$ cat src/rtl/bfiq_pkg.sv
// ----------------------------------------------------------------------------
// bfiq_pkg
// Shared types and constants for the bloom filter add/query block.
// ----------------------------------------------------------------------------
`default_nettype none

package bfiq_pkg;

    localparam int HASH_W       = 64;
    localparam int OAAT_W       = 32;
    localparam int CFG_W        = 13;
    localparam int SEL_W        = 3;
    localparam int MOD_STEP     = 4;
    localparam int MOD_STEPS    = HASH_W / MOD_STEP;
    localparam int MOD_CNT_W    = $clog2(MOD_STEPS);

    localparam logic [HASH_W-1:0] DJB2_SEED = 64'd5381;

    // Register indexes on the configuration port
    localparam logic CFG_FILTER_BYTES = 1'b0;
    localparam logic CFG_HASH_SELECT  = 1'b1;

    // Command codes
    localparam logic CMD_ADD   = 1'b0;
    localparam logic CMD_QUERY = 1'b1;

    // Hash results for one key
    typedef struct packed {
        logic [HASH_W-1:0] djb2;
        logic [OAAT_W-1:0] oaat;
        logic [HASH_W-1:0] mul31;
    } t_hashes;

endpackage

`default_nettype wire

$ cat src/rtl/bfiq_mod.sv
// ----------------------------------------------------------------------------
// bfiq_mod
// Iterative 64-bit modulo by the filter bit count, four dividend bits a cycle.
// ----------------------------------------------------------------------------
`default_nettype none

module bfiq_mod #(
    parameter int NW = 16
) (
    input  wire logic                        i_clk,
    input  wire logic                        i_rst_n,
    input  wire logic                        i_start,
    input  wire logic [bfiq_pkg::HASH_W-1:0] i_dividend,
    input  wire logic [NW-1:0]               i_modulus,
    output logic                             o_done,
    output logic      [NW-1:0]               o_rem
);
    import bfiq_pkg::*;

    logic                 r_busy;
    logic                 r_done;
    logic [MOD_CNT_W-1:0] r_cnt;
    logic [HASH_W-1:0]    r_div;
    logic [NW-1:0]        r_mod;
    logic [NW-1:0]        r_rem;
    logic [NW-1:0]        n_rem;
    logic [NW:0]          t;

    // Four restoring steps on the remainder
    always_comb begin
        n_rem = r_rem;
        t     = '0;
        for (int i = 0; i < MOD_STEP; i++) begin
            t = {n_rem, r_div[HASH_W-1-i]};
            if (t >= {1'b0, r_mod}) begin
                t = t - {1'b0, r_mod};
            end
            n_rem = t[NW-1:0];
        end
    end

    always_ff @(posedge i_clk) begin
        if (!i_rst_n) begin
            r_busy <= 1'b0;
            r_done <= 1'b0;
            r_cnt  <= '0;
        end else begin
            r_done <= 1'b0;
            if (i_start) begin
                r_busy <= 1'b1;
                r_cnt  <= '0;
            end else if (r_busy) begin
                r_cnt <= r_cnt + 1'b1;
                if (r_cnt == MOD_CNT_W'(MOD_STEPS - 1)) begin
                    r_busy <= 1'b0;
                    r_done <= 1'b1;
                end
            end
        end
    end

    always_ff @(posedge i_clk) begin
        if (i_start) begin
            r_div <= i_dividend;
            r_mod <= i_modulus;
            r_rem <= '0;
        end else if (r_busy) begin
            r_div <= r_div << MOD_STEP;
            r_rem <= n_rem;
        end
    end

    assign o_done = r_done;
    assign o_rem  = r_rem;

endmodule

`default_nettype wire

$ cat config.mk
export PLATFORM = sky130hd
export DESIGN_NAME = bfiq_mod
export DESIGN_NICKNAME = d
export VERILOG_FILES = /design/src/rtl/bfiq_pkg.sv /design/src/rtl/bfiq_mod.sv
export SDC_FILE = /design/constraint.sdc
export NUM_CORES = 1
export LEC_CHECK = 0
export BUFFER_PORTS_ARGS = -buffer_cell sky130_fd_sc_hd__buf_2
export CAP_MARGIN = 30
export CORE_ASPECT_RATIO = 0.75
export CORE_UTILIZATION = 35
export CTS_BUF_LIST = sky130_fd_sc_hd__clkbuf_8
export DETAILED_ROUTE_END_ITERATION = 8
export PLACE_DENSITY_LB_ADDON = 0.25
export RECOVER_POWER = 50
export SYNTH_ARGS = -nofsm -noshare
export SYNTH_HDL_FRONTEND = slang
export SYNTH_SLANG_ARGS = --single-unit
$ cat constraint.sdc
create_clock -name i_clk -period 20.7 [get_ports i_clk]
set_clock_uncertainty 0.2 [all_clocks]
set_input_delay 1.035 -clock i_clk [delete_from_list [all_inputs] [get_ports i_clk]]
set_output_delay 1.035 -clock i_clk [all_outputs]
set_load 0.01 [all_outputs]
==> impl_metrics.py, run 1 <==
metrics = {
    "routing": {
        "via_per_inst": 5.23,
        "drt_pre_antenna_iters": 5,
        "drc": 0,
        "via_count": 5837,
        "routedWlPerCell_microns": 17.3,
        "drt-total-wl_mm": 19.3,
        "dr.first_iter.drc_count": 525,
        "detail-route-antenna-nets": 0,
    },
    "clock_tree": {
        "tritoncts_num_sinks": 102,
        "cts.htree.levels": 3,
        "worst_skew_pair.late_latency_ns": 0.39,
        "cts-buffers-inserted": 9,
        "cts_repair_resize_count": 0,
        "post-cts-setup-buffer-count": 0,
        "clkTransAtPathRegs_ns": 0.11,
        "cts_max_path_buffers": 2,
        "tritoncts_clock_tree": "yes",
        "post_cts_hold_buffer_count": 0,
        "clock-root-buffer": "clkbuf_8",
    },
    "run": {
        "number_of_max_capacitance_violations_reported": 2,
    },
    "synth": {
        "synth_seq_cells": 102,
        "synth_sequential_area_ratio": 0.372,
        "synth_top_flop_cell": "edfxtp_1",
        "number_of_synthesized_flops_with_an_enable_pin": 80,
        "synth.avg_cell_area_sq_um": 10.4,
        "synth_top_cells_by_area": "edfxtp_1, mux2_2, ha_1, dfxtp_1, xnor2_1",
        "synth_cells": 731,
        "synthDominantCellAreaShare": 0.314,
        "synth_cell_types": 61,
        "synthesis.nets": 883,
        "synth.largest_area_cell": "edfxtp_1",
        "postSynth.asyncResetShare": 0,
        "synth_warnings": 0,
        "synthesis.area_sq_mm": 0.00764,
    },
    "final_layout": {
        "design.final.nets": 976,
        "layout-drive-gt1-share": 0.242,
        "finalInstanceArea_sq_mm": 0.00856,
        "layout.area.seq_sq_mm": 0.00284,
        "area_growth_pct": 12.1,
        "antennaDiodeCount": 0,
        "fillcell_total": 2134,
        "area_occupied_by_multi_input_gates_sq_mm": 0.00453,
    },
    "die": {
        "die_h_microns": 130,
        "core_ar_sq_mm": 0.0213,
        "design.die.area_sq_mm": 0.0224,
        "fp.dieW_microns": 173,
        "fp-row-count": 46,
        "boundaryPins": 100,
        "initial_utilization": 0.359,
    },
    "timing": {
        "hold_viol": 0,
        "fmax_mhz": 90.2,
        "setup_violations": 0,
        "final.min_clock_period_ns": 11.08,
        "slew_headroom": -1.21,
        "tightest_slew_ns": 3.32,
        "rsz0062_at_grt": "false",
        "setup_tns_ns": 0,
        "layout_worst_path_cycle_share": 0.535,
        "fin_hold_ws_ns": 0.281,
        "slew_viol_final": 105,
    },
    "status": {
        "violations": "max-capacitance violations, max-slew violations",
        "outcome": "finished with violations",
    },
    "global_routing": {
        "globalRoute.totalOverflow": 0,
        "grt_start_max_net_pins": 66,
        "grt_pass1_wl_mm": 30.5,
        "grt_pass1_vias": 5505,
        "globalRouteTotalUtil": 0.176,
        "initial_antenna_violation_count": 0,
    },
    "placed_design": {
        "detailed_place.area_sq_mm": 0.00841,
        "post-dp-hpwl_mm": 14.9,
        "gp_congestion": 0.913,
        "place.port_buffers": 99,
    },
    "min_path": {
        "worstHoldPathCells": 2,
        "min_delay_path_class": "flip-flop to flip-flop",
        "min_from": "r_cnt[3]",
        "holdPathEnd": "o_done",
    },
    "setup_path": {
        "worst_path_max_delay_cell": "a211o_1",
        "timing.critical_path.from": "r_mod[1]",
        "crit_path_category": "flip-flop to flip-flop",
        "timing.critical_path.slowest_cell_delay_ns": 0.50,
        "r2r-end": "o_rem[3]",
        "worstPathMaxFanout": 19,
        "critPathLaunchType": "flip-flop",
        "rr_startpoint": "r_mod[1]",
        "worst_r2r_path_depth": 40,
        "critical_path_arrival_ns": 11.00,
        "regToRegSetupSlack_ns": 9.62,
        "endpoint_kind": "flip-flop",
        "cp.required_ns": 20.62,
    },
}
-- worst max-delay path: cells and delay by family (launching register included) --
| kind | cells | cell delay, ns |
|---|---|---|
| fa+ha+maj | 4 | 1.32 |
| compound gates | 18 | 4.59 |
| buf+inv | 4 | 0.94 |
| simple gates | 10 | 2.07 |
| flops | 1 | 0.48 |
| mux | 4 | 1.22 |
-- through the flow --
stage           util  setup slack [ns]  instances
2_1_floorplan      -             11.00        731
3_3_place_gp   0.395             10.09       1101
3_5_place_dp   0.395              9.84       1101
4_1_cts        0.403              9.77       1117
5_1_grt        0.402              8.63       1117
6_report       0.402              9.62       1117
-- synthesized netlist by cell type, types with 4 or more instances --
master,number
nand2_1,37
nor3_1,9
nor2b_1,11
inv_1,37
or2_2,5
xnor2_1,35
and2_1,5
a21o_1,23
o2111ai_1,5
o211ai_1,4
a21oi_1,40
a31oi_1,5
ha_1,65
o21ai_0,25
clkbuf_1,13
o21bai_1,4
xor2_1,19
nand4_1,8
and3_1,5
buf_6,4
edfxtp_1,80
o21a_1,14
mux2i_1,19
nand2b_1,10
mux2_2,88
fa_1,4
nand3_1,18
nor2_1,53
dfxtp_1,22
a211oi_1,17
-- final cells by class --
cell class / count / area share
clock inverter: 7 / 0.00672
clock buffer: 9 / 0.0145
sequential: 102 / 0.332
inverter: 37 / 0.0162
tap: 288 / 0.0421
timing repair buffer: 104 / 0.0592
multi-input combinational: 570 / 0.529
-- cell usage in the layout, fill, tap and decap left out, types with 4 or more instances in the layout --
master / count
xor2_1: 19
or2_2: 5
dfxtp_1: 22
clkbuf_1: 19
a31oi_1: 5
edfxtp_1: 80
buf_2: 81
nand2b_1: 10
mux2_2: 88
o21a_1: 14
o21bai_1: 4
nor2_1: 53
fa_1: 4
and3_1: 5
o2111ai_1: 5
clkbuf_8: 9
a21o_1: 23
nor2b_1: 11
a21oi_1: 40
o211ai_1: 4
nand3_1: 18
ha_1: 65
nand2_1: 37
a211oi_1: 17
o21ai_0: 25
xnor2_1: 35
mux2i_1: 18
nand4_1: 8
inv_1: 38
buf_4: 4
nor3_1: 9
-- how the worst max path moves through the flow --
stage	to	slack, ns	cells past startpoint
floorplan	o_rem[2]	11.00	45
global placement	o_rem[2]	10.09	39
detailed placement	o_rem[2]	9.84	40
CTS	o_rem[2]	9.77	40
global route	o_rem[3]	8.63	41
finish	o_rem[3]	9.62	40
-- per-layer routing --
metal / wire length (microns) / vias up / track usage
met5: 0 / - / 0
met4: 178 / 0 / 0.0373
met3: 1330 / 14 / 0.0408
met2: 7380 / 183 / 0.241
met1: 10400 / 2712 / 0.275
li1: - / 2928 / -
-- flip-flops by register name, summed over array words and instances, names as in the netlist --
register	cells
r_mod	16
o_done	1
o_rem	16
r_busy	1
r_cnt	4
r_div	64
-- logic make-up (layout without fill, tap and decap cells) --
logic type	Yosys count	in the layout	synth area share
compound gates	166	166	0.148
xor+xnor	54	54	0.0619
fa+ha+maj	69	69	0.117
buf+inv	59	157	0.0352
flops	102	102	0.372
mux	107	107	0.155
simple gates	174	174	0.112
Power of run 1 is left out: the tool's default activity adds up to more than one toggle a clock period on the data nets, which glitch-free logic cannot reach.
==> inputs of run 2 (changes only) <==
==> constraint.sdc (replaced) <==
create_clock -name i_clk -period 11.48 [get_ports i_clk]
set_clock_uncertainty 0.2 [all_clocks]
set_input_delay 0.574 -clock i_clk [delete_from_list [all_inputs] [get_ports i_clk]]
set_output_delay 0.574 -clock i_clk [all_outputs]
set_load 0.01 [all_outputs]
==> run 2 against run 1 <==
  * The flow still finishes with violations (max-capacitance violations, max-slew violations)
  * Core utilization increased by 0.24 points
  * Largest cell class unchanged
  * Setup slack got worse by 8.8 ns
  * Routed wire length about the same
  * Via count decreased by 0.12%
  * Critical path type unchanged
  * Final cell count increased by 0.18%
  * Worst hold slack got worse by 0.13 ns
  * Non-clock buffer count increased by 1
==> impl_metrics.py, run 2 (synthesis results as in run 1) <==
metrics = {
    "setup_path": {
        "worstPathMaxFanout": 21,
        "critical_path.endpoint": "o_rem[5]",
        "r2r-end": "o_rem[5]",
        "crit_path_category": "flip-flop to flip-flop",
        "rr_startpoint": "r_mod[1]",
        "endpoint_kind": "flip-flop",
        "crit_path_frequent_cell": "ha_1",
        "cp.required_ns": 11.54,
        "worst_path_max_delay_cell": "a211o_1",
        "timing.critical_path.slowest_cell_delay_ns": 0.55,
        "regToRegSetupSlack_ns": 0.85,
        "worst_r2r_path_depth": 41,
        "timing.critical_path.from": "r_mod[1]",
        "critPathLaunchType": "flip-flop",
        "critical_path_arrival_ns": 10.70,
    },
    "min_path": {
        "min_delay_path_class": "input port to flip-flop",
    },
    "timing": {
        "fmax_mhz": 94.1,
        "final.min_clock_period_ns": 10.63,
        "slew_headroom": -1.33,
        "setup_tns_ns": 0,
        "slew_viol_final": 65,
        "setup_violations": 0,
        "hold_viol": 0,
        "fin_hold_ws_ns": 0.151,
        "tightest_slew_ns": 3.49,
        "rsz0062_at_grt": "false",
        "layout_worst_path_cycle_share": 0.926,
    },
    "final_layout": {
        "layout-drive-gt1-share": 0.246,
        "fillcell_total": 2120,
        "finalInstanceArea_sq_mm": 0.00861,
        "area_growth_pct": 12.7,
        "largest-register": "r_div",
        "largest_register_ff_count": 64,
        "design.final.nets": 977,
        "mostFrequentLayoutCell": "mux2_2",
        "layout_common_cells": "mux2_2, buf_2, edfxtp_1",
    },
    "global_routing": {
        "grt_pass1_vias": 5504,
        "globalRouteMet3Util": 0.0341,
        "globalRouteTotalUtil": 0.176,
        "initial_antenna_violation_count": 2,
        "grt_start_max_net_pins": 70,
        "globalRoute.totalOverflow": 0,
        "grt_pass1_wl_mm": 30.2,
        "global_route_met1_usage": 0.279,
        "grt_met2_usage": 0.238,
        "most_congested_layer_reported_by_global_routing": "met1",
    },
    "clock_tree": {
        "post_cts_hold_buffer_count": 0,
        "clkTransAtPathRegs_ns": 0.11,
        "cts_max_path_buffers": 2,
        "cts-buffers-inserted": 9,
        "tritoncts_clock_tree": "yes",
        "worst_skew_pair.late_latency_ns": 0.39,
        "post-cts-setup-buffer-count": 0,
        "cts.htree.levels": 3,
        "cts_repair_resize_count": 0,
        "clock-root-buffer": "clkbuf_8",
        "tritoncts_num_sinks": 102,
    },
    "routing": {
        "via_per_inst": 5.21,
        "dr.first_iter.drc_count": 393,
        "detail-route-antenna-nets": 0,
        "drc": 0,
        "via_count": 5830,
        "drt_pre_antenna_iters": 5,
        "drt-total-wl_mm": 19.3,
        "routedWlPerCell_microns": 17.3,
    },
    "placed_design": {
        "gp_congestion": 0.911,
        "post-dp-hpwl_mm": 15.1,
        "detailed_place.area_sq_mm": 0.00842,
        "place.port_buffers": 99,
    },
    "die": {
        "core_ar_sq_mm": 0.0213,
        "die_h_microns": 130,
        "initial_utilization": 0.359,
        "fp.dieW_microns": 173,
        "boundaryPins": 100,
        "fp-row-count": 46,
        "design.die.area_sq_mm": 0.0224,
    },
    "status": {
        "violations": "max-capacitance violations, max-slew violations",
        "outcome": "finished with violations",
    },
    "run": {
        "number_of_max_capacitance_violations_reported": 1,
    },
}
[run 2: cell count changes in the layout (fill, tap and decap cells not counted), sizes merged]
cell / before / now
inv: 42 / 40
diode: 0 / 1
bufinv: 0 / 1
clkinv: 1 / 3
clkinvlp: 1 / 0
buf: 85 / 86
[run 2: final cells by class]
type / count / area [sq um] / share of cell area
Multi-Input combinational cell: 570 / 4540 / 0.527
Antenna cell: 1 / 2.50 / 0.000291
Tap cell: 288 / 360 / 0.0418
Inverter: 37 / 139 / 0.0161
Sequential cell: 102 / 2840 / 0.330
Clock buffer: 9 / 124 / 0.0144
Clock inverter: 7 / 90.1 / 0.0105
Timing Repair Buffer: 105 / 517 / 0.0600
[run 2: worst min-delay path by stage]
| stage | from | to | cells past startpoint |
|---|---|---|---|
| floorplan | r_cnt[3] | o_done | 2 |
| detailed placement | r_cnt[3] | o_done | 2 |
| finish | i_modulus[3] | r_mod[3] | 1 |
| global placement | r_cnt[3] | o_done | 2 |
| global route | i_modulus[5] | r_mod[5] | 1 |
| CTS | i_modulus[3] | r_mod[3] | 1 |
[run 2: metal layers]
layer,part of all wire,vias to the layer above,routed length (microns)
li1,-,2931,-
met1,0.54,2706,10500
met2,0.38,179,7320
met3,0.069,12,1340
met4,0.0086,2,166
met5,0.00067,-,13
[run 2: worst max-delay path: cells and delay by family (launching register included)]
family / cells / cell delay [ns]
adders and majority gates: 4 / 1.37
and+or+nand+nor: 12 / 2.07
AOI/OAI and AO/OA: 16 / 3.77
muxes: 4 / 1.56
buffers and inverters: 5 / 1.01
DFF: 1 / 0.48
[run 2: metrics by stage]
stage / instances / worst slack, ns / util
4_1_cts: 1118 / 0.642 / 0.405
5_1_grt: 1118 / 0.00480 / 0.404
3_3_place_gp: 1102 / 0.867 / 0.395
2_1_floorplan: 731 / 1.78 / -
6_report: 1119 / 0.847 / 0.404
3_5_place_dp: 1102 / 0.713 / 0.395
Power of run 2 is left out for the same reason.
