[config.mk]
export PLATFORM = sky130hd
export DESIGN_NAME = bfiq_hash
export DESIGN_NICKNAME = d
export VERILOG_FILES = /design/src/rtl/bfiq_pkg.sv /design/src/rtl/bfiq_hash.sv
export SDC_FILE = /design/constraint.sdc
export NUM_CORES = 1
export LEC_CHECK = 0
export BUFFER_PORTS_ARGS = -buffer_cell sky130_fd_sc_hd__buf_2
export CAP_MARGIN = 15
export CORE_MARGIN = 3
export CORE_UTILIZATION = 50
export DETAILED_ROUTE_END_ITERATION = 16
export PLACE_DENSITY = 0.7
export SYNTH_ARGS = -nofsm -noshare
export SYNTH_HDL_FRONTEND = slang
export SYNTH_SLANG_ARGS = --single-unit
[constraint.sdc]
create_clock -name i_clk -period 14.73 [get_ports i_clk]
set_input_delay 3.6825 -clock i_clk [delete_from_list [all_inputs] [get_ports i_clk]]
set_output_delay 3.6825 -clock i_clk [all_outputs]
set_load 0.02 [all_outputs]
[src/rtl/bfiq_pkg.sv]
// ----------------------------------------------------------------------------
// bfiq_pkg
// Shared types and constants for the bloom filter add/query block.
// ----------------------------------------------------------------------------
`default_nettype none

package bfiq_pkg;

    localparam int HASH_W       = 64;
    localparam int OAAT_W       = 32;
    localparam int CFG_W        = 13;
    localparam int SEL_W        = 3;
    localparam int MOD_STEP     = 4;
    localparam int MOD_STEPS    = HASH_W / MOD_STEP;
    localparam int MOD_CNT_W    = $clog2(MOD_STEPS);

    localparam logic [HASH_W-1:0] DJB2_SEED = 64'd5381;

    // Register indexes on the configuration port
    localparam logic CFG_FILTER_BYTES = 1'b0;
    localparam logic CFG_HASH_SELECT  = 1'b1;

    // Command codes
    localparam logic CMD_ADD   = 1'b0;
    localparam logic CMD_QUERY = 1'b1;

    // Hash results for one key
    typedef struct packed {
        logic [HASH_W-1:0] djb2;
        logic [OAAT_W-1:0] oaat;
        logic [HASH_W-1:0] mul31;
    } t_hashes;

endpackage

`default_nettype wire

[src/rtl/bfiq_hash.sv]
// ----------------------------------------------------------------------------
// bfiq_hash
// Iterative hash unit: one key byte per cycle into djb2, one-at-a-time and
// multiply-by-31, then a final one-at-a-time mixing step.
// ----------------------------------------------------------------------------
`default_nettype none

module bfiq_hash #(
    parameter int KEY_BYTES = 8
) (
    input  wire logic                     i_clk,
    input  wire logic                     i_rst_n,
    input  wire logic                     i_start,
    input  wire logic [63:0]              i_key,
    output logic                          o_done,
    output bfiq_pkg::t_hashes             o_hashes
);
    import bfiq_pkg::*;

    localparam int CW = $clog2(KEY_BYTES + 1);

    logic              r_busy;
    logic [CW-1:0]     r_cnt;
    logic [63:0]       r_key;
    logic [HASH_W-1:0] r_djb2;
    logic [OAAT_W-1:0] r_oaat;
    logic [HASH_W-1:0] r_mul31;
    logic              r_done;

    logic [7:0]        byte_in;
    logic [OAAT_W-1:0] oaat_a, oaat_b, oaat_c;
    logic [OAAT_W-1:0] fin_a, fin_b, fin_c;

    // One byte step and the final mix of the one-at-a-time hash
    always_comb begin
        byte_in = r_key[7:0];
        oaat_a  = r_oaat + OAAT_W'(byte_in);
        oaat_b  = oaat_a + (oaat_a << 10);
        oaat_c  = oaat_b ^ (oaat_b >> 6);
        fin_a   = r_oaat + (r_oaat << 3);
        fin_b   = fin_a ^ (fin_a >> 11);
        fin_c   = fin_b + (fin_b << 15);
    end

    // Step through the key bytes, then mix
    always_ff @(posedge i_clk) begin
        if (!i_rst_n) begin
            r_busy <= 1'b0;
            r_cnt  <= '0;
            r_done <= 1'b0;
        end else begin
            r_done <= 1'b0;
            if (i_start) begin
                r_busy <= 1'b1;
                r_cnt  <= '0;
            end else if (r_busy) begin
                if (r_cnt == CW'(KEY_BYTES)) begin
                    r_busy <= 1'b0;
                    r_done <= 1'b1;
                end else begin
                    r_cnt <= r_cnt + 1'b1;
                end
            end
        end
    end

    always_ff @(posedge i_clk) begin
        if (i_start) begin
            r_key   <= i_key;
            r_djb2  <= DJB2_SEED;
            r_oaat  <= '0;
            r_mul31 <= '0;
        end else if (r_busy) begin
            if (r_cnt == CW'(KEY_BYTES)) begin
                r_oaat <= fin_c;
            end else begin
                r_key   <= r_key >> 8;
                r_djb2  <= (r_djb2 << 5) + r_djb2 + HASH_W'(byte_in);
                r_oaat  <= oaat_c;
                r_mul31 <= (r_mul31 << 5) - r_mul31 + HASH_W'(byte_in);
            end
        end
    end

    assign o_done         = r_done;
    assign o_hashes.djb2  = r_djb2;
    assign o_hashes.oaat  = r_oaat;
    assign o_hashes.mul31 = r_mul31;

endmodule

`default_nettype wire

==> results_tabular.tex, run 1 <==
\begin{tabular}{lr}
\hline
Metric & Value \\
\hline
\multicolumn{2}{l}{\textbf{Run status}} \\
\quad Outcome & complete, no violations \\
\multicolumn{2}{l}{\textbf{Run}} \\
\quad Count of max-cap constraint violations & 0 \\
\multicolumn{2}{l}{\textbf{Final layout}} \\
\quad Non-filler instance count after layout & between 3000 and 4000 \\
\quad Fill cell total of the finished layout & 3927 \\
\quad Post-layout instance area & $\sim$0.024 mm\^{}2 \\
\quad Layout cells sized above 1 & 0.1360 \\
\quad Storage cell area & 0.005245 mm\^{}2 \\
\quad Antenna diodes & 0 \\
\quad Post-layout util & 0.5713 \\
\quad Final net count & approximately 3200 \\
\quad Area used by multi-input combinational logic & 0.01541 mm\^{}2 \\
\quad Layout area overhead & 11.92\% \\
\multicolumn{2}{l}{\textbf{Worst hold path}} \\
\quad Path type of the worst min-delay path & reg -> reg \\
\quad Critical hold path startpoint & r\_djb2[61]\$\_SDFFE\_PP0P\_ \\
\multicolumn{2}{l}{\textbf{Synthesis}} \\
\quad Post-synthesis mux area share & 0.03222 \\
\quad Number of cells produced by synthesis & approximately 2600 \\
\quad EDFF count, synth & between 60 and 70 \\
\quad Share of synthesized registers carrying an async set or reset & 0 \\
\quad Synth Cell Area & approximately 0.022 mm\^{}2 \\
\quad Mean instance size in the synthesized netlist & between 8 and 9 um\^{}2 \\
\quad Total of flip-flops plus latches after synthesis & between 200 and 250 \\
\quad Xor-xnor portion of the synthesized cell area & 0.09682 \\
\quad Area fraction in compound gates after synthesis & 0.2281 \\
\quad Ys flop type & sky130\_fd\_sc\_hd\_\_dfxtp\_1 \\
\quad Main combinational cell family by area after synthesis & compound AO/OA/AOI/OAI gates \\
\quad Post-synth cell types & 88 \\
\quad Sequential share of the synthesized area & 0.2433 \\
\quad Adder and majority gate portion of the synthesized area & 0.1962 \\
\quad Basic-gate share of the synthesized area counting and, or, nand and nor cells & 0.1610 \\
\quad Count of synthesis-stage warnings from yosys & 0 \\
\quad Number of nets in the synthesized netlist & around 3000 \\
\multicolumn{2}{l}{\textbf{Global routing}} \\
\quad Wire length of the first global-routing pass & 103600 um \\
\quad Number of antenna violations at the first check in global routing & 3 \\
\quad Pin count of the biggest net entering global routing & 90 \\
\quad Number of global-route vias before repair & about 19000 \\
\quad Remaining Overflow, GRT & 0 \\
\quad Total routing usage reported by global routing & 0.2784 \\
\multicolumn{2}{l}{\textbf{Floorplan}} \\
\quad Placeable core region & $\sim$0.042 mm\^{}2 \\
\quad Area of the die & about 0.046 mm\^{}2 \\
\quad I/O Pins & around 230 \\
\quad Die extent in y & $\sim$210 um \\
\quad Floorplan die width & 213.6 um \\
\quad Initial core utilization & 0.5104 \\
\quad Number of cell rows & 75 \\
\multicolumn{2}{l}{\textbf{STA}} \\
\quad Max\_slew headroom & 0.3085 \\
\quad Number of endpoints failing setup at the final stage & 0 \\
\quad Final period util & 0.4382 \\
\quad Worst Skew & between 10 and 15 ps \\
\quad Final critical delay including setup and external delays & 6455 ps \\
\quad Sum of negative setup slack & 0 ps \\
\quad Actual slew at the worst max-slew pin & between 1000 and 1500 ps \\
\quad Max-slew violation count & 0 \\
\quad Count of final hold-check violations & 0 \\
\quad Setup repair after global routing missed its margin & false \\
\quad Max Clk Rate & between 150 and 200 MHz \\
\multicolumn{2}{l}{\textbf{Drt}} \\
\quad Detailed-route via count & between 20000 and 25000 \\
\quad Total iterations of the first detailed-routing run & 8 \\
\quad Mean number of vias per cell & 6.040 \\
\quad Routed wire length & 65580 um \\
\quad Post-route ant nets & 0 \\
\quad Initial DRC count & 1247 \\
\quad Average detailed-routed wire length per instance & 19.59 um \\
\quad DRC Markers & 0 \\
\multicolumn{2}{l}{\textbf{Critical path}} \\
\quad Critical Path Source & r\_oaat[12]\$\_SDFFE\_PP0P\_ \\
\quad Data arrival, critical path & slightly below 7000 ps \\
\quad Worst Setup Path Type & reg -> reg \\
\quad Reg-to-Reg Start & r\_oaat[12]\$\_SDFFE\_PP0P\_ \\
\quad Worst-path fanout max & 9 \\
\quad Worst EP required & between 15000 and 20000 ps \\
\quad Startpoint class of the critical path & flip-flop \\
\quad Endpoint class of the critical path & flip-flop \\
\multicolumn{2}{l}{\textbf{Clock tree}} \\
\quad Hold buffer count at CTS & 0 \\
\quad Clock slew at reported path FFs & 60 ps \\
\quad CTS resizes & 0 \\
\quad Source-to-sink clock delay at the later pin of the worst-skew pair & about 590 ps \\
\quad Clock sink total & between 200 and 250 \\
\quad Setup Fix Bufs, Post-CTS & 0 \\
\quad TritonCTS clock tree & done \\
\quad Clock Path Buffers & 3 \\
\quad Clock root cell & sky130\_fd\_sc\_hd\_\_clkbuf\_16 \\
\quad \# H-tree levels & 1 \\
\quad Number of CTS-inserted buffers & 29 \\
\multicolumn{2}{l}{\textbf{Place}} \\
\quad Input/output buffers & 227 \\
\quad Post-placement cell count & 3295 \\
\quad Final HPWL DP & 50460 um \\
\quad Placer congestion estimate & roughly 0.95 \\
\quad Total cell area at the placement stage & about 0.023 mm\^{}2 \\
\multicolumn{2}{l}{\textbf{Pwr}} \\
\quad Leak Pwr & around 11 nW \\
\quad Power per Cell Area & around 240 mW/mm\^{}2 \\
\quad IR Drop Worst-Case VDD & 0.1811 mV \\
\quad Power consumption & around 5.7 mW \\
\hline
\end{tabular}
==> cell type report <==
class | count | area share
multi-input cells | 2144 | 0.6389
flip-flops and latches | 230 | 0.2174
repair buffers | 238 | 0.05078
inverters | 144 | 0.02246
clock buffers | 38 | 0.03397
clock inverters | 14 | 0.008558
well taps | 539 | 0.02795
==> through the flow <==
| stage | hold WS (ps) | setup slack [ps] |
|---|---|---|
| 2_1_floorplan | 466.1 | 8372 |
| 3_3_place_gp | 457.9 | 8222 |
| 3_5_place_dp | 471.8 | 8200 |
| 4_1_cts | 481.2 | 8350 |
| 5_1_grt | 521.7 | 7671 |
| 6_report | 479.2 | 8275 |
==> flip-flops by register name, indices dropped and copies added, names as in the netlist <==
name and count:
o_done 1, r_oaat 32, r_cnt 4, r_mul31 64
r_key 64, r_busy 1, r_djb2 64
==> synthesized netlist by cell type, types with 7 or more instances <==
| cell type | n | area [um^2] |
|---|---|---|
| sky130_fd_sc_hd__a311oi_1 | 8 | 70.07 |
| sky130_fd_sc_hd__a211oi_1 | 31 | 232.7 |
| sky130_fd_sc_hd__nor2b_1 | 30 | 187.7 |
| sky130_fd_sc_hd__fa_1 | 12 | 240.2 |
| sky130_fd_sc_hd__o21ai_0 | 104 | 520.5 |
| sky130_fd_sc_hd__nor3_1 | 50 | 250.2 |
| sky130_fd_sc_hd__xor2_1 | 85 | 744.5 |
| sky130_fd_sc_hd__and2_1 | 26 | 162.7 |
| sky130_fd_sc_hd__ha_1 | 318 | 3979 |
| sky130_fd_sc_hd__nand4_1 | 34 | 212.7 |
| sky130_fd_sc_hd__or2_2 | 9 | 56.30 |
| sky130_fd_sc_hd__o21ai_1 | 12 | 60.06 |
| sky130_fd_sc_hd__o31ai_1 | 15 | 112.6 |
| sky130_fd_sc_hd__o21bai_1 | 29 | 217.7 |
| sky130_fd_sc_hd__and3_1 | 13 | 81.33 |
| sky130_fd_sc_hd__o22ai_1 | 20 | 125.1 |
| sky130_fd_sc_hd__nor4_1 | 12 | 75.07 |
| sky130_fd_sc_hd__nand2_1 | 302 | 1134 |
| sky130_fd_sc_hd__xnor2_1 | 148 | 1296 |
| sky130_fd_sc_hd__a221oi_1 | 11 | 96.34 |
| sky130_fd_sc_hd__nor2_1 | 176 | 660.6 |
| sky130_fd_sc_hd__or3_1 | 11 | 68.82 |
| sky130_fd_sc_hd__nand3_1 | 50 | 250.2 |
| sky130_fd_sc_hd__inv_1 | 142 | 533.0 |
| sky130_fd_sc_hd__o211ai_1 | 17 | 127.6 |
| sky130_fd_sc_hd__dfxtp_1 | 166 | 3323 |
| sky130_fd_sc_hd__nand2b_1 | 14 | 87.58 |
| sky130_fd_sc_hd__nor3b_1 | 7 | 52.55 |
| sky130_fd_sc_hd__a21o_1 | 74 | 555.5 |
| sky130_fd_sc_hd__a21oi_1 | 275 | 1376 |
| sky130_fd_sc_hd__clkbuf_1 | 84 | 315.3 |
| sky130_fd_sc_hd__edfxtp_1 | 64 | 1922 |
| sky130_fd_sc_hd__mux2_2 | 58 | 653.1 |
| sky130_fd_sc_hd__o21a_1 | 30 | 225.2 |
| sky130_fd_sc_hd__buf_1 | 7 | 26.28 |
| sky130_fd_sc_hd__a21boi_0 | 10 | 75.07 |
| sky130_fd_sc_hd__a31oi_1 | 22 | 137.6 |
==> per-layer routing <==
layer,track usage,vias to the layer above,wire (um)
li1,-,9883,-
met1,0.3833,9559,29780
met2,0.4555,629,29700
met3,0.04140,142,3930
met4,0.08204,4,2144
met5,0,-,23
==> where the power goes <==
group	internal, mW	switching (mW)
sequential	0.780	0.189
combinational	1.62	2.38
clock	0.463	0.306
total	2.87	2.88
==> worst max-delay path: stages, from the launching register on <==
cell and delay (ps):
sky130_fd_sc_hd__dfxtp_1 540, sky130_fd_sc_hd__ha_1 290, sky130_fd_sc_hd__a21oi_1 100, sky130_fd_sc_hd__and3b_1 190, sky130_fd_sc_hd__a21boi_1 150, sky130_fd_sc_hd__o41ai_1 780, sky130_fd_sc_hd__a21o_1 220, sky130_fd_sc_hd__nand2_1 80
sky130_fd_sc_hd__o21ai_0 390, sky130_fd_sc_hd__xor2_1 330, sky130_fd_sc_hd__xnor2_1 160, sky130_fd_sc_hd__ha_1 270, sky130_fd_sc_hd__fa_1 430, sky130_fd_sc_hd__a211oi_1 260, sky130_fd_sc_hd__o21bai_1 130, sky130_fd_sc_hd__a31oi_1 260
sky130_fd_sc_hd__o21ai_0 170, sky130_fd_sc_hd__o41ai_1 420, sky130_fd_sc_hd__o21ai_0 230, sky130_fd_sc_hd__a31oi_1 250, sky130_fd_sc_hd__xor2_1 210, sky130_fd_sc_hd__xnor2_1 90, sky130_fd_sc_hd__a222oi_1 280, sky130_fd_sc_hd__nor2_1 70
==> kinds of logic (layout without fill, tap and decap cells) <==
kind of cell | after synthesis | after routing
buffers and inverters | 241 | 434
xor gates and xnor gates | 235 | 235
and+or+nand+nor | 757 | 757
adders and majority gates | 331 | 331
DFF | 230 | 230
AOI/OAI and AO/OA | 759 | 759
muxes | 62 | 62
==> cells in the final DEF (no fill, tap or decap), drive strengths merged, types with 34 or more instances in the layout <==
cell,synthesis,layout
ha,318,318
nand2,302,302
a21oi,275,275
buf,13,238
nor2,176,176
dfxtp,166,166
xnor2,148,148
inv,142,144
o21ai,116,116
xor2,85,85
a21o,74,74
edfxtp,64,64
mux2,59,59
nor3,51,51
nand3,50,50
clkbuf,84,38
nand4,34,34
==> final timing paths <==
check	endpoint	slack (ps)	depth (start not counted)
min reg2reg	r_djb2[61]$_SDFFE_PP0P_	480	2
max reg2reg	r_oaat[31]$_SDFFE_PP0P_	8280	23
min	r_djb2[61]$_SDFFE_PP0P_	480	2
max	r_oaat[31]$_SDFFE_PP0P_	8280	23
No activity file was read; power rests on OpenSTA's default activity.
==> inputs of run 2 (changes only) <==
PLACE_DENSITY = 0.72   (was 0.7)
clock period = 5.35 ns   (was 14.73 ns; I/O delays follow)
==> results_tabular.tex, run 2 (synthesis gave the netlist of run 1 again) <==
\begin{tabular}{lr}
\hline
Metric & Value \\
\hline
\multicolumn{2}{l}{\textbf{Final layout}} \\
\quad Final net count & 3300 (+3.6\%) \\
\quad Commonest non-fill, non-tap cell in the layout & sky130\_fd\_sc\_hd\_\_ha\_1 \\
\quad Non-filler instance count after layout & 3468 (+3.6\%) \\
\quad Most used cells in the layout excluding fill and tap cells & 311 x sky130\_fd\_sc\_hd\_\_ha\_1, 301 x sky130\_fd\_sc\_hd\_\_nand2\_1, 272 x sky130\_fd\_sc\_hd\_\_a21oi\_1, 226 x sky130\_fd\_sc\_hd\_\_buf\_2, 173 x sky130\_fd\_sc\_hd\_\_nor2\_1 \\
\quad Registers with the most flip-flops & r\_djb2 (64), r\_key (64), r\_mul31 (64) \\
\quad Layout area overhead & 17.43\% \\
\quad Layout cells sized above 1 & 0.1880 (+0.05199) \\
\multicolumn{2}{l}{\textbf{Floorplan}} \\
\quad I/O Pins & 228 (unchanged) \\
\quad Area of the die & 0.04564 mm\^{}2 (unchanged) \\
\quad Initial core utilization & 0.5104 (unchanged) \\
\quad Placeable core region & 0.04223 mm\^{}2 (unchanged) \\
\quad Floorplan die width & 213.6 um (unchanged) \\
\quad Number of cell rows & 75 (unchanged) \\
\quad Die extent in y & 213.6 um (unchanged) \\
\multicolumn{2}{l}{\textbf{Clock tree}} \\
\quad Source-to-sink clock delay at the later pin of the worst-skew pair & 590 ps (about the same) \\
\quad Clock Path Buffers & 3 (unchanged) \\
\quad Clock sink total & 230 (unchanged) \\
\quad TritonCTS clock tree & done \\
\quad Clock root cell & sky130\_fd\_sc\_hd\_\_clkbuf\_16 \\
\quad \# H-tree levels & 1 (unchanged) \\
\quad Hold buffer count at CTS & 0 (unchanged) \\
\quad Number of CTS-inserted buffers & 29 (unchanged) \\
\quad Clock slew at reported path FFs & 60 ps (about the same) \\
\multicolumn{2}{l}{\textbf{Global routing}} \\
\quad Total routing usage reported by global routing & 0.2887 (+0.01027) \\
\quad Wire length of the first global-routing pass & 106500 um (+2.8\%) \\
\quad Pin count of the biggest net entering global routing & 85 (-5.6\%) \\
\quad Remaining Overflow, GRT & 0 (unchanged) \\
\quad Number of global-route vias before repair & 20190 (+4.3\%) \\
\quad Number of antenna violations at the first check in global routing & 8 (+5) \\
\multicolumn{2}{l}{\textbf{Critical path}} \\
\quad Critical Path Source & r\_oaat[0]\$\_SDFFE\_PP0P\_ \\
\quad Largest stage delay on the critical path & 410 ps (-370 ps) \\
\quad Slack of the worst reg-to-reg path & 200 ps (-8080 ps) \\
\quad Cell mode on critical path & sky130\_fd\_sc\_hd\_\_o21ai\_1 \\
\quad Length in cells of the worst reg-to-reg path & 26 (+13\%) \\
\quad Reg-to-Reg Start & r\_oaat[0]\$\_SDFFE\_PP0P\_ \\
\quad Data arrival, critical path & 5620 ps (-1270 ps) \\
\quad Endpoint class of the critical path & flip-flop \\
\quad Worst Setup Path Type & reg -> reg \\
\quad Startpoint class of the critical path & flip-flop \\
\quad Worst-path fanout max & 5 (-4) \\
\quad Slowest cell on the critical path & sky130\_fd\_sc\_hd\_\_fa\_2 \\
\quad End of the critical path & r\_oaat[23]\$\_SDFFE\_PP0P\_ \\
\quad R2R Path End & r\_oaat[23]\$\_SDFFE\_PP0P\_ \\
\quad Worst EP required & 5820 ps (-9340 ps) \\
\multicolumn{2}{l}{\textbf{Pwr}} \\
\quad IR Drop Worst-Case VDD & 0.5000 mV (+180\%) \\
\quad Leak Pwr & 11.81 nW (+5.9\%) \\
\quad Power per Cell Area & 664.6 mW/mm\^{}2 (+180\%) \\
\quad Power consumption & 16.82 mW (+190\%) \\
\multicolumn{2}{l}{\textbf{Drt}} \\
\quad Routed wire length & 68500 um (+4.5\%) \\
\quad Detailed-route via count & 20850 (+3.2\%) \\
\quad Total iterations of the first detailed-routing run & 6 (-2) \\
\quad DRC Markers & 0 (unchanged) \\
\quad Initial DRC count & 1445 (+16\%) \\
\quad Post-route ant nets & 0 (unchanged) \\
\quad Mean number of vias per cell & 6.013 (-0.45\%) \\
\quad Average detailed-routed wire length per instance & 19.75 um (+0.81\%) \\
\multicolumn{2}{l}{\textbf{STA}} \\
\quad Actual slew at the worst max-slew pin & 988.8 ps (-48.55 ps) \\
\quad Max Clk Rate & 194.2 MHz (+25\%) \\
\quad Final period util & 0.9627 (+0.5245) \\
\quad Max-slew violation count & 0 (unchanged) \\
\quad Number of endpoints failing setup at the final stage & 0 (unchanged) \\
\quad Max\_slew headroom & 0.3408 (+0.03237) \\
\quad Final critical delay including setup and external delays & 5151 ps (-1304 ps) \\
\quad Worst Skew & 16.81 ps (+3.981 ps) \\
\quad Count of final hold-check violations & 0 (unchanged) \\
\quad Sum of negative setup slack & 0 ps (unchanged) \\
\multicolumn{2}{l}{\textbf{Place}} \\
\quad Input/output buffers & 227 (unchanged) \\
\quad Placer congestion estimate & 0.9539 (+0.84\%) \\
\quad Final HPWL DP & 53180 um (+5.4\%) \\
\quad Post-placement cell count & 3394 (+3.0\%) \\
\multicolumn{2}{l}{\textbf{Run status}} \\
\quad Outcome & complete, no violations \\
\multicolumn{2}{l}{\textbf{Worst hold path}} \\
\quad Critical hold path startpoint & r\_mul31[59]\$\_SDFFE\_PP0P\_ \\
\quad Path type of the worst min-delay path & reg -> reg \\
\multicolumn{2}{l}{\textbf{Run}} \\
\quad Count of max-cap constraint violations & 0 (unchanged) \\
\hline
\end{tabular}
## run 2: changes by cell type in the layout (fill, tap and decap cells not counted), moves of 5 or more
cell,previous run,this run
sky130_fd_sc_hd__xor2_2,0,7
sky130_fd_sc_hd__o21ai_0,104,94
sky130_fd_sc_hd__o21ai_1,12,18
sky130_fd_sc_hd__buf_4,11,127
sky130_fd_sc_hd__ha_1,318,311
sky130_fd_sc_hd__ha_2,0,5
sky130_fd_sc_hd__xor2_1,85,77
## run 2: worst min path at each step
stage	depth (start not counted)	slack, ps	end
final	2	480	r_mul31[59]$_SDFFE_PP0P_
after detailed placement	2	470	r_mul31[2]$_SDFFE_PP0P_
after CTS	2	480	r_mul31[2]$_SDFFE_PP0P_
after global routing	2	520	r_mul31[1]$_SDFFE_PP0P_
after floorplan	2	470	r_cnt[1]$_SDFFE_PP0P_
after global placement	2	460	r_mul31[1]$_SDFFE_PP0P_
## run 2: what timing repair did
item,4_1_cts,5_1_grt
endpoints found under the setup margin,11,18
pin swaps,3,43
resized for setup,11,59
buffers inserted,2,15
## run 2: through the flow
step / setup slack, ps / instance area, um^2 / hold slack (ps) / utilization
3_5_place_dp: -271.0 / 23850 / 465.9 / 0.5648
2_1_floorplan: 17.61 / 21560 / 466.1 / -
6_report: 199.4 / 25310 / 483.9 / 0.5994
3_3_place_gp: -86.39 / 23850 / 457.1 / 0.5648
5_1_grt: -66.21 / 25300 / 521.9 / 0.5992
4_1_cts: 7.247 / 24930 / 482.0 / 0.5905
## run 2: final cells by class
| type | count | area, um^2 |
|---|---|---|
| timing repair buffer | 354 | 2096 |
| fill | 3818 | 16920 |
| inverter | 144 | 541.8 |
| antenna | 4 | 10.01 |
| sequential | 230 | 5249 |
| clock buffer | 44 | 908.4 |
| clock inverter | 9 | 116.4 |
| multi-input combinational | 2144 | 15720 |
| tap | 539 | 674.4 |
## run 2: power by group
part	switching, mW	total (mW)	leakage [nW]	internal [mW]
combinational	7.04	12.2	9.29	5.12
sequential	0.414	2.56	2.01	2.15
clock	0.832	2.10	0.508	1.27
## run 2: critical path, delay by kind of cell (launching register included)
| family | cells | cell delay (ps) |
|---|---|---|
| flops | 1 | 350 |
| fa+ha+maj | 4 | 1180 |
| simple gates | 3 | 490 |
| buf+inv | 3 | 420 |
| compound gates | 13 | 2040 |
| xor+xnor | 3 | 560 |
## run 2: metal layers
metal  vias to the layer above  share of wire  GRT usage
met2                       637           0.46     0.4810
met5                         -        0.00060          0
met3                       145          0.067    0.04696
met1                      9977           0.44     0.3833
li1                      10090              -          -
met4                         6          0.033    0.09594
